<file path="src/hw/rtl/svpwm_pkg.sv">
// ----------------------------------------------------------------------------
// Servo valve PWM controller package
// Shared types, constants and the step angle table.
// ----------------------------------------------------------------------------
package svpwm_pkg;

  localparam int unsigned PwmFreqHz  = 50;
  localparam int unsigned DutyBits   = 16;
  localparam int unsigned ClockBits  = 32;

  localparam int unsigned ActionW = 3;
  localparam int unsigned LevelW  = 2;
  localparam int unsigned AdcW    = 12;
  localparam int unsigned PulseW  = 15;
  localparam int unsigned PotW    = 7;
  localparam int unsigned IntvW   = 16;
  localparam int unsigned DutyW   = 16;
  localparam int unsigned PosW    = 7;
  localparam int unsigned CfgIdxW = 3;
  localparam int unsigned CfgDatW = 16;

  localparam logic [ActionW-1:0] ActTick  = 3'd0;
  localparam logic [ActionW-1:0] ActStep  = 3'd1;
  localparam logic [ActionW-1:0] ActSet   = 3'd2;
  localparam logic [ActionW-1:0] ActClose = 3'd3;
  localparam logic [ActionW-1:0] ActRead  = 3'd4;

  localparam logic [CfgIdxW-1:0] CfgPulseMin = 3'd0;
  localparam logic [CfgIdxW-1:0] CfgPulseMax = 3'd1;
  localparam logic [CfgIdxW-1:0] CfgPotClose = 3'd2;
  localparam logic [CfgIdxW-1:0] CfgPotOpen  = 3'd3;
  localparam logic [CfgIdxW-1:0] CfgStepIntv = 3'd4;

  typedef enum logic [1:0] {
    KindNone  = 2'd0,
    KindStep  = 2'd1,
    KindSet   = 2'd2,
    KindClose = 2'd3
  } kind_e;

  // Work handed from the front to the back.
  typedef enum logic [1:0] {
    JobNone  = 2'd0,
    JobAngle = 2'd1,
    JobRead  = 2'd2
  } job_e;

  typedef struct packed {
    job_e            job;
    logic [7:0]      angle;
    logic [AdcW-1:0] adc;
  } job_t;

  function automatic logic [7:0] angle_lut(input logic [2:0] idx);
    logic [7:0] a;
    unique case (idx)
      3'd0:    a = 8'd180;
      3'd1:    a = 8'd155;
      3'd2:    a = 8'd130;
      3'd3:    a = 8'd90;
      3'd4:    a = 8'd50;
      default: a = 8'd0;
    endcase
    return a;
  endfunction

endpackage

</file>
<file path="src/hw/rtl/svpwm_front.sv">
// ----------------------------------------------------------------------------
// Servo valve PWM front end
// Accepts items, keeps the clock and step sequence, and issues jobs.
// ----------------------------------------------------------------------------
module svpwm_front import svpwm_pkg::*; #(
  parameter int unsigned CLOCK_BITS = ClockBits
) (
  input  logic               clk_i,
  input  logic               rst_ni,
  input  logic               in_valid_i,
  output logic               in_ready_o,
  input  logic [ActionW-1:0] action_i,
  input  logic [LevelW-1:0]  open_level_i,
  input  logic [AdcW-1:0]    adc_sample_i,
  input  logic [IntvW-1:0]   step_interval_i,
  output logic               job_valid_o,
  input  logic               job_ready_i,
  output job_t               job_o
);

  logic [CLOCK_BITS-1:0] clock_q, clock_d, last_q, last_d, elapsed;
  kind_e                 kind_q, kind_d;
  logic [2:0]            idx_q, idx_d;
  logic                  jv_q;
  job_t                  job_q, job_d;
  logic                  acc;

  assign in_ready_o  = !jv_q || job_ready_i;
  assign acc         = in_valid_i && in_ready_o;
  assign job_valid_o = jv_q;
  assign job_o       = job_q;
  assign elapsed     = clock_q - last_q;

  always_comb begin
    clock_d = clock_q;
    last_d  = last_q;
    kind_d  = kind_q;
    idx_d   = idx_q;
    job_d.job   = JobNone;
    job_d.angle = 8'd0;
    job_d.adc   = adc_sample_i;
    unique case (action_i)
      ActTick: clock_d = clock_q + 1'b1;
      ActStep: begin
        kind_d = KindStep;
        if (kind_q != KindStep) begin
          idx_d       = 3'd1;
          last_d      = clock_q;
          job_d.job   = JobAngle;
          job_d.angle = angle_lut(3'd1);
        end else if (elapsed >= CLOCK_BITS'(step_interval_i)) begin
          idx_d       = (idx_q < 3'd5) ? idx_q + 3'd1 : 3'd5;
          last_d      = clock_q;
          job_d.job   = JobAngle;
          job_d.angle = angle_lut(idx_d);
        end
      end
      ActSet: begin
        kind_d = KindSet;
        if (open_level_i == 2'd2) begin
          job_d.job = JobAngle;
          job_d.angle = 8'd0;
        end else if (open_level_i == 2'd1) begin
          job_d.job = JobAngle;
          job_d.angle = 8'd90;
        end
      end
      ActClose: begin
        kind_d = KindClose;
        job_d.job = JobAngle;
        job_d.angle = 8'd180;
      end
      ActRead: job_d.job = JobRead;
      default: ;
    endcase
  end

  always_ff @(posedge clk_i or negedge rst_ni) begin
    if (!rst_ni) begin
      clock_q <= '0;
      last_q  <= '0;
      kind_q  <= KindNone;
      idx_q   <= 3'd0;
      jv_q    <= 1'b0;
    end else begin
      if (acc) begin
        clock_q <= clock_d;
        last_q  <= last_d;
        kind_q  <= kind_d;
        idx_q   <= idx_d;
        jv_q    <= 1'b1;
      end else if (job_ready_i) begin
        jv_q <= 1'b0;
      end
    end
  end

  always_ff @(posedge clk_i) begin
    if (acc) begin
      job_q <= job_d;
    end
  end

endmodule

</file>
<file path="src/hw/rtl/svpwm_queue.sv">
// ----------------------------------------------------------------------------
// Servo valve PWM job queue
// Two-entry queue that lets the front and back stall on their own.
// ----------------------------------------------------------------------------
module svpwm_queue import svpwm_pkg::*; (
  input  logic clk_i,
  input  logic rst_ni,
  input  logic wr_valid_i,
  output logic wr_ready_o,
  input  job_t wr_data_i,
  output logic rd_valid_o,
  input  logic rd_ready_i,
  output job_t rd_data_o
);

  job_t       mem_q [2];
  logic       wp_q, rp_q;
  logic [1:0] cnt_q;
  logic       wr, rd;

  assign wr_ready_o = cnt_q != 2'd2;
  assign rd_valid_o = cnt_q != 2'd0;
  assign rd_data_o  = mem_q[rp_q];
  assign wr = wr_valid_i && wr_ready_o;
  assign rd = rd_valid_o && rd_ready_i;

  always_ff @(posedge clk_i or negedge rst_ni) begin
    if (!rst_ni) begin
      wp_q  <= 1'b0;
      rp_q  <= 1'b0;
      cnt_q <= 2'd0;
    end else begin
      if (wr) wp_q <= !wp_q;
      if (rd) rp_q <= !rp_q;
      cnt_q <= cnt_q + {1'b0, wr} - {1'b0, rd};
    end
  end

  always_ff @(posedge clk_i) begin
    if (wr) mem_q[wp_q] <= wr_data_i;
  end

endmodule

</file>
<file path="src/hw/rtl/svpwm_back.sv">
// ----------------------------------------------------------------------------
// Servo valve PWM back end
// Maps angles to duty by reciprocal multiplication and samples to position
// with a serial divider.
// ----------------------------------------------------------------------------
module svpwm_back import svpwm_pkg::*; #(
  parameter int unsigned PWM_FREQ_HZ = PwmFreqHz,
  parameter int unsigned DUTY_BITS   = DutyBits
) (
  input  logic              clk_i,
  input  logic              rst_ni,
  input  logic              job_valid_i,
  output logic              job_ready_o,
  input  job_t              job_i,
  input  logic [PulseW-1:0] pulse_min_i,
  input  logic [PulseW-1:0] pulse_max_i,
  input  logic [PotW-1:0]   pot_close_i,
  input  logic [PotW-1:0]   pot_open_i,
  output logic              out_valid_o,
  input  logic              out_ready_i,
  output logic [DutyW-1:0]  duty_o,
  output logic              duty_written_o,
  output logic [PosW-1:0]   valve_position_o,
  output logic [PosW-1:0]   position_change_o
);

  localparam logic [63:0] DutyMax = (64'd1 << DUTY_BITS) - 64'd1;
  localparam logic [63:0] DutyK   = 64'(PWM_FREQ_HZ) * DutyMax;
  // The duty divide by one million is split into a whole factor and a
  // fraction. The fraction uses a 35-bit reciprocal, exact for any 15-bit pulse.
  localparam logic [63:0] DutyQ   = DutyK / 64'd1000000;
  localparam logic [63:0] DutyR   = DutyK % 64'd1000000;
  localparam logic [63:0] DutyM   = ((DutyR << 35) + 64'd999999) / 64'd1000000;
  // Reciprocal of 180 scaled by 2^31, exact for magnitudes below 2^23.
  localparam logic [23:0] Recip180 = 24'd11930465;
  localparam int unsigned NW = 48;
  localparam int unsigned DW = 40;

  typedef enum logic [2:0] {
    StIdle, StMul, StPulse, StClamp, StDuty, StDiv, StDone, StOut
  } state_e;

  state_e              st_q;
  logic [NW-1:0]       num_q;
  logic [DW-1:0]       den_q;
  logic [NW-1:0]       quo_q;
  logic [DW:0]         rem_q;
  logic [5:0]          cnt_q;
  logic                neg_q, wr_q;
  logic signed [25:0]  prod_q;
  logic [PulseW-1:0]   pq_q, pulse_q;
  logic [DUTY_BITS-1:0] duty_q;
  logic [PosW-1:0]     pnow_q, pbef_q;
  logic [7:0]          ang_q;
  logic [DW:0]         rem_sh;
  logic signed [16:0]  span;
  logic signed [17:0]  lo_s, hi_s, psum;
  logic signed [19:0]  rnum;
  logic signed [14:0]  rden;
  logic [22:0]         pmag;
  logic [46:0]         qprod;
  logic [49:0]         fprod;
  logic [31:0]         dsum;

  assign span  = $signed({2'b0, pulse_max_i}) - $signed({2'b0, pulse_min_i});
  assign lo_s  = $signed({3'b0, pulse_min_i});
  assign hi_s  = $signed({3'b0, pulse_max_i});
  assign rnum  = $signed({8'b0, job_i.adc}) * 20'sd102
               - $signed({13'b0, pot_close_i}) * 20'sd4095;
  assign rden  = $signed({8'b0, pot_open_i}) - $signed({8'b0, pot_close_i});
  assign rem_sh = {rem_q[DW-1:0], num_q[NW-1]};

  // Truncating divide by 180 is done on the magnitude of the product.
  assign pmag  = 23'((prod_q < 0) ? -prod_q : prod_q);
  assign qprod = {24'b0, pmag} * {23'b0, Recip180};
  assign psum  = (neg_q ? -$signed({3'b0, pq_q}) : $signed({3'b0, pq_q})) + lo_s;
  assign fprod = {35'b0, pulse_q} * {15'b0, DutyM[34:0]};
  assign dsum  = 32'(pulse_q) * 32'(DutyQ[15:0]) + 32'(fprod[49:35]);

  assign job_ready_o       = st_q == StIdle;
  assign out_valid_o       = st_q == StOut;
  assign duty_o            = DutyW'(duty_q);
  assign duty_written_o    = wr_q;
  assign valve_position_o  = pnow_q;
  assign position_change_o = (pnow_q > pbef_q) ? pnow_q - pbef_q : pbef_q - pnow_q;

  always_ff @(posedge clk_i or negedge rst_ni) begin
    if (!rst_ni) begin
      st_q    <= StIdle;
      duty_q  <= '0;
      pnow_q  <= '0;
      pbef_q  <= '0;
      wr_q    <= 1'b0;
      num_q   <= '0;
      den_q   <= '0;
      quo_q   <= '0;
      rem_q   <= '0;
      cnt_q   <= '0;
      neg_q   <= 1'b0;
      prod_q  <= '0;
      pq_q    <= '0;
      pulse_q <= '0;
      ang_q   <= '0;
    end else begin
      unique case (st_q)
        StIdle: if (job_valid_i) begin
          wr_q <= 1'b0;
          unique case (job_i.job)
            JobAngle: begin
              ang_q <= (job_i.angle > 8'd180) ? 8'd180 : job_i.angle;
              st_q  <= StMul;
            end
            JobRead: begin
              pbef_q <= pnow_q;
              if (rden == 15'sd0) begin
                pnow_q <= '0;
                st_q   <= StOut;
              end else begin
                // q = round(100*rnum / (4095*rden)), numerator doubled plus den.
                neg_q <= (rnum < 0) != (rden < 0);
                num_q <= NW'(200 * ((rnum < 0) ? -rnum : rnum))
                       + NW'(4095 * ((rden < 0) ? -rden : rden));
                den_q <= DW'(8190 * ((rden < 0) ? -rden : rden));
                quo_q <= '0;
                rem_q <= '0;
                cnt_q <= 6'(NW);
                st_q  <= StDiv;
              end
            end
            default: st_q <= StOut;
          endcase
        end
        StMul: begin
          prod_q <= $signed({18'b0, ang_q}) * span;
          st_q   <= StPulse;
        end
        StPulse: begin
          neg_q <= prod_q < 0;
          pq_q  <= qprod[45:31];
          st_q  <= StClamp;
        end
        StClamp: begin
          if (psum < lo_s) pulse_q <= pulse_min_i;
          else if (psum > hi_s) pulse_q <= pulse_max_i;
          else pulse_q <= psum[PulseW-1:0];
          st_q <= StDuty;
        end
        StDuty: begin
          duty_q <= (64'(dsum) > DutyMax) ? DUTY_BITS'(DutyMax) : DUTY_BITS'(dsum);
          wr_q   <= 1'b1;
          st_q   <= StOut;
        end
        StDiv: begin
          if (rem_sh >= {1'b0, den_q}) begin
            rem_q <= rem_sh - {1'b0, den_q};
            quo_q <= {quo_q[NW-2:0], 1'b1};
          end else begin
            rem_q <= rem_sh;
            quo_q <= {quo_q[NW-2:0], 1'b0};
          end
          num_q <= {num_q[NW-2:0], 1'b0};
          cnt_q <= cnt_q - 6'd1;
          if (cnt_q == 6'd1) st_q <= StDone;
        end
        StDone: begin
          if (neg_q || quo_q == '0) pnow_q <= '0;
          else if (quo_q > NW'(100)) pnow_q <= 7'd100;
          else pnow_q <= PosW'(quo_q);
          st_q <= StOut;
        end
        StOut: if (out_ready_i) st_q <= StIdle;
        default: st_q <= StIdle;
      endcase
    end
  end

endmodule

</file>
<file path="src/hw/rtl/servo_valve_stepped_pwm_controller_top.sv">
// ----------------------------------------------------------------------------
// Servo valve stepped PWM controller
// Top level: configuration registers, front end, job queue and back end.
// ----------------------------------------------------------------------------
// Items arrive on the input channel (valid/ready) and each gives exactly one
// result beat on the output channel. The front end takes one item per cycle
// while the queue has room; it updates the millisecond clock and the step
// sequence. The back end works one job at a time: an angle job passes through
// multiply, reciprocal divide by 180, clamp and duty, a position read through
// a 48-step serial divider unless the pot span is zero, and other actions go
// straight to the output. Throughput is set by the back end occupancy.
// Configuration writes take effect on the next edge and must be made only
// while the block is idle; the block itself does not enforce this. Reset
// clears the clock, the step state, the held duty and the positions, and
// loads the register defaults. When the receiver stalls the result holds;
// the queue then fills and the input stops accepting.
// ----------------------------------------------------------------------------
module servo_valve_stepped_pwm_controller_top import svpwm_pkg::*; #(
  parameter int unsigned PWM_FREQ_HZ = PwmFreqHz,
  parameter int unsigned DUTY_BITS   = DutyBits,
  parameter int unsigned CLOCK_BITS  = ClockBits
) (
  input  logic               clk_i,
  input  logic               rst_ni,
  input  logic               cfg_we_i,
  input  logic [CfgIdxW-1:0] cfg_idx_i,
  input  logic [CfgDatW-1:0] cfg_data_i,
  input  logic               in_valid_i,
  output logic               in_ready_o,
  input  logic [ActionW-1:0] action_i,
  input  logic [LevelW-1:0]  open_level_i,
  input  logic [AdcW-1:0]    adc_sample_i,
  output logic               out_valid_o,
  input  logic               out_ready_i,
  output logic [DutyW-1:0]   duty_o,
  output logic               duty_written_o,
  output logic [PosW-1:0]    valve_position_o,
  output logic [PosW-1:0]    position_change_o
);

  logic [PulseW-1:0] pmin_q, pmax_q;
  logic [PotW-1:0]   pclose_q, popen_q;
  logic [IntvW-1:0]  intv_q;
  logic              fv, fr, bv, br;
  job_t              fjob, bjob;

  always_ff @(posedge clk_i or negedge rst_ni) begin
    if (!rst_ni) begin
      pmin_q   <= 15'd400;
      pmax_q   <= 15'd2500;
      pclose_q <= 7'd0;
      popen_q  <= 7'd102;
      intv_q   <= 16'd1000;
    end else if (cfg_we_i) begin
      unique case (cfg_idx_i)
        CfgPulseMin: pmin_q   <= cfg_data_i[PulseW-1:0];
        CfgPulseMax: pmax_q   <= cfg_data_i[PulseW-1:0];
        CfgPotClose: pclose_q <= cfg_data_i[PotW-1:0];
        CfgPotOpen:  popen_q  <= cfg_data_i[PotW-1:0];
        CfgStepIntv: intv_q   <= cfg_data_i;
        default: ;
      endcase
    end
  end

  svpwm_front #(.CLOCK_BITS(CLOCK_BITS)) u_front (
    .clk_i, .rst_ni, .in_valid_i, .in_ready_o, .action_i, .open_level_i,
    .adc_sample_i, .step_interval_i(intv_q),
    .job_valid_o(fv), .job_ready_i(fr), .job_o(fjob)
  );

  svpwm_queue u_queue (
    .clk_i, .rst_ni, .wr_valid_i(fv), .wr_ready_o(fr), .wr_data_i(fjob),
    .rd_valid_o(bv), .rd_ready_i(br), .rd_data_o(bjob)
  );

  svpwm_back #(.PWM_FREQ_HZ(PWM_FREQ_HZ), .DUTY_BITS(DUTY_BITS)) u_back (
    .clk_i, .rst_ni, .job_valid_i(bv), .job_ready_o(br), .job_i(bjob),
    .pulse_min_i(pmin_q), .pulse_max_i(pmax_q), .pot_close_i(pclose_q),
    .pot_open_i(popen_q), .out_valid_o, .out_ready_i, .duty_o, .duty_written_o,
    .valve_position_o, .position_change_o
  );

endmodule

</file>
<file path="config.mk">
export PLATFORM = sky130hd
export DESIGN_NAME = servo_valve_stepped_pwm_controller_top
export DESIGN_NICKNAME = d
export VERILOG_FILES = /design/src/hw/rtl/svpwm_pkg.sv /design/src/hw/rtl/svpwm_front.sv /design/src/hw/rtl/svpwm_queue.sv /design/src/hw/rtl/svpwm_back.sv /design/src/hw/rtl/servo_valve_stepped_pwm_controller_top.sv
export SDC_FILE = /design/constraint.sdc
export NUM_CORES = 2
export LEC_CHECK = 0
export BUFFER_PORTS_ARGS = -buffer_cell sky130_fd_sc_hd__clkbuf_2
export CORE_ASPECT_RATIO = 1.2
export CORE_UTILIZATION = 35
export DETAILED_ROUTE_END_ITERATION = 8
export SYNTH_ARGS = -nofsm -noshare
export SYNTH_HDL_FRONTEND = slang
export SYNTH_SLANG_ARGS = --single-unit
</file>
<file path="constraint.sdc">
create_clock -name clk_i -period 32.9 [get_ports clk_i]
set_clock_uncertainty 0.2 [all_clocks]
set_input_delay 3.29 -clock clk_i [delete_from_list [all_inputs] [get_ports clk_i]]
set_output_delay 3.29 -clock clk_i [all_outputs]
set_load 0.01 [all_outputs]
</file>
==> results.py <==
metrics = {
    "clock_network": {
        "postCtsSetupBuffers": 0,
        "path_clk_slew_ns": 0.06,
        "cts_made_buffers": 58,
        "clock-sinks": 478,
        "clk_root_buffer_cell": "clkbuf_16",
        "cts_buffer_depth": 3,
        "ctsResizeCount": 0,
        "htree_levels": 2,
        "cts_tree": "done",
        "postCtsHoldBufs": 0,
        "clock_latency_ns": 0.68,
    },
    "grt": {
        "antenna_found_initial": 12,
        "gr-usage-met1_pct": 22.89,
        "top_usage_layer": "met2",
        "grt_overflow": 0,
        "grt_pass1_wl_um": 263700,
        "grt_max_degree": 163,
        "grt_util_met3_pct": 1.631,
        "grt_util_met2_pct": 29.84,
        "gr-usage-all-layers_pct": 17.19,
        "grt_pass1_vias": 49590,
    },
    "setup_path": {
        "cp_slowest_cell": "dfrtp_1",
        "crit_fanout": 17,
        "crit_path_start_kind": "flip-flop",
        "cp.required_ns": 33.18,
        "crit_type": "flip-flop to flip-flop",
        "cp.arrival_ns": 14.66,
        "worst_setup_path_end_kind": "flip-flop",
        "max_stage_delay_ns": 0.71,
    },
    "synth": {
        "ys_warn_count": 0,
        "ys_seq_elements": 478,
        "syn-instance-count": 6971,
        "synth_top_family_by_area": "adder cells",
        "async_reset_ff_share_pct": 86.19,
        "synth.yosys.seq_area_share_pct": 18.67,
        "synth_adder_area_share_pct": 43.11,
        "synth-edff-count": 66,
        "synthMuxAreaShare_pct": 1.756,
        "synth-compound-area-share_pct": 12.49,
        "synthFlopType": "dfrtp_1",
        "synth-simple-area-share_pct": 9.774,
        "syn_area_um2": 65960,
        "syn_area_per_cell_um2": 9.463,
        "synth_cell_types": 94,
        "synth-xor-area-share_pct": 5.072,
    },
    "layout": {
        "drive_above_1_share_pct": 4.683,
        "finalNetCount": 9028,
        "fillers": 18820,
        "synthToLayoutAreaGrowth_pct": 9.207,
    },
    "floorplan": {
        "fp.dieH_um": 477.6,
        "die_area_um2": 190200,
        "num_rows": 174,
        "design.core.area_um2": 187200,
        "start_util_pct": 35.23,
        "ios": 74,
        "die_w_um": 398.3,
    },
    "timing": {
        "rsz0062_at_grt": "false",
        "hold_violations": 0,
        "tns_ns": 0,
        "worst_pin_slew_ns": 1.231,
        "drv_slew": 0,
        "fin_crit_ns": 14.39,
        "setup_viol": 0,
        "max_freq_mhz": 69.51,
        "fin_crit_sh_pct": 43.73,
        "slew_headroom_pct": 17.66,
    },
    "route": {
        "drc": 0,
        "vias": 47550,
        "first_iter_violations": 2292,
        "vias_per_cell": 4.889,
        "firstDrtPassIters": 5,
        "drt_wl_total_um": 160900,
        "drt-wirelength-per-cell_um": 16.54,
        "postRouteAntennaNets": 0,
    },
    "run_status": {
        "outcome": "completed",
    },
    "placed_design": {
        "dpl.hpwl_um": 135000,
        "gp_congestion": 0.9277,
        "io_buffers": 73,
    },
    "hold_path": {
        "holdCritPathClass": "flip-flop to flip-flop",
    },
    "job": {
        "max_cap_viol_count": 0,
    },
}
[layout by cell type, fill, tap and decap left out, types with 27 or more instances in the layout]
| master | synthesis | routed |
|---|---|---|
| a21o_1 | 159 | 159 |
| nand4_1 | 41 | 41 |
| inv_1 | 1442 | 1442 |
| and2_1 | 85 | 84 |
| conb_1 | 2 | 231 |
| clkbuf_2 | 0 | 72 |
| ha_1 | 948 | 948 |
| edfxtp_1 | 66 | 66 |
| nor2b_1 | 63 | 63 |
| a31oi_1 | 33 | 33 |
| mux2_2 | 50 | 50 |
| mux2_4 | 27 | 27 |
| dfrtp_1 | 394 | 394 |
| nand2_1 | 525 | 524 |
| o21a_1 | 42 | 42 |
| and3_1 | 46 | 46 |
| fa_1 | 828 | 828 |
| o31ai_1 | 34 | 34 |
| xor2_1 | 134 | 134 |
| a22oi_1 | 32 | 32 |
| xnor2_1 | 248 | 248 |
| nand2b_1 | 59 | 59 |
| clkbuf_16 | 0 | 58 |
| a211oi_1 | 37 | 37 |
| nor2_1 | 244 | 240 |
| nand3_1 | 87 | 87 |
| o21bai_1 | 44 | 44 |
| nor3_1 | 61 | 60 |
| a21oi_1 | 292 | 292 |
| o21ai_0 | 409 | 409 |
[layer usage]
| metal | share of wire (%) | vias to the layer above | routed length (um) |
|---|---|---|---|
| met4 | 2.3 | 12 | 3681 |
| li1 | - | 23060 | - |
| met5 | 0.048 | - | 78 |
| met1 | 45 | 23660 | 73080 |
| met2 | 49 | 632 | 79250 |
| met3 | 3.0 | 184 | 4805 |
[final timing paths]
check | start | endpoint | slack, ns | depth (start not counted)
max reg2reg | u_queue.rp_q$_DFFE_PN0P_ | u_back.num_q[28]$_DFFE_PN0P_ | 18.51 | 58
max in group asynchronous | rst_ni | u_back.num_q[37]$_DFFE_PN0P_ | 27.83 | 3
min | u_front.job_o[10]$_DFFE_PP_ | u_queue.mem_q[0][10]$_DFFE_PP_ | 0.24 | 0
max | u_queue.rp_q$_DFFE_PN0P_ | u_back.num_q[28]$_DFFE_PN0P_ | 18.51 | 58
min in group asynchronous | rst_ni | u_back.prod_q[20]$_DFFE_PN0P_ | 2.40 | 1
min reg2reg | u_front.job_o[10]$_DFFE_PP_ | u_queue.mem_q[0][10]$_DFFE_PP_ | 0.24 | 0
[through the flow]
step                      worst slack (ns)  hold slack [ns]  cell area [um2]  util [%]  instances
after CTS                            18.50           0.2442            72030     38.47       9724
after global placement               18.72           0.2227            69970     37.37       9615
after detailed placement             18.60           0.2316            69970     37.37       9615
final                                18.51           0.2421            72040     38.48       9726
after floorplan                      19.29           0.2215            66820         -       7200
after global routing                 17.47           0.2555            72040     38.48       9726
[kinds of logic after synthesis]
group / after synthesis
flip-flops: 478
multiplexers: 96
adder cells (fa/ha/maj): 1776
other: 2
XOR/XNOR: 382
buffers and inverters: 1592
AO/OA/AOI/OAI: 1305
AND/OR/NAND/NOR: 1340
[final cells by class]
class	count	area, um2	area share, %
multi-input cells	5130	48550	67.39
flip-flops and latches	478	12310	17.09
inverters	1442	5413	7.514
well taps	2464	3083	4.280
clock buffers	78	1617	2.244
repair buffers	101	610.6	0.8476
clock inverters	31	447.9	0.6218
diodes	2	5.005	0.006948
[flip-flops by register name, summed over array words and instances, names as in the netlist, 8 cells and up]
signal	flops
u_back.den_q	39
intv_q	16
u_back.prod_q	24
u_back.pulse_q	15
u_back.duty_o	16
pmin_q	15
u_back.rem_q	40
u_back.quo_q	48
u_front.clock_q	32
u_queue.mem_q	44
u_front.job_o	22
u_back.pq_q	15
pmax_q	15
u_front.last_q	32
u_back.ang_q	8
u_back.num_q	48
[worst max-delay path: cells and delay by family, from the launching register on]
kind / cells / cell delay (ns)
compound gates: 19 / 3.74
xor+xnor: 6 / 1.15
fa+ha+maj: 15 / 5.92
buf+inv: 10 / 0.91
flops: 1 / 0.71
mux: 1 / 0.38
simple gates: 7 / 1.14
[cell usage after synthesis (46+ instances only)]
master / instances / area, um2
a21o_1: 159 / 1194
a21oi_1: 292 / 1461
and2_1: 85 / 531.8
and3_1: 46 / 287.8
clkbuf_1: 124 / 465.5
dfrtp_1: 394 / 9859
edfxtp_1: 66 / 1982
fa_1: 828 / 16580
ha_1: 948 / 11860
inv_1: 1442 / 5413
mux2_2: 50 / 563.0
nand2_1: 525 / 1971
nand2b_1: 59 / 369.1
nand3_1: 87 / 435.4
nor2_1: 244 / 915.9
nor2b_1: 63 / 394.1
nor3_1: 61 / 305.3
o21ai_0: 409 / 2047
xnor2_1: 248 / 2172
xor2_1: 134 / 1174
Power is not shown: default switching activity piles up to over one toggle a cycle in this logic, so the estimate is an artifact.
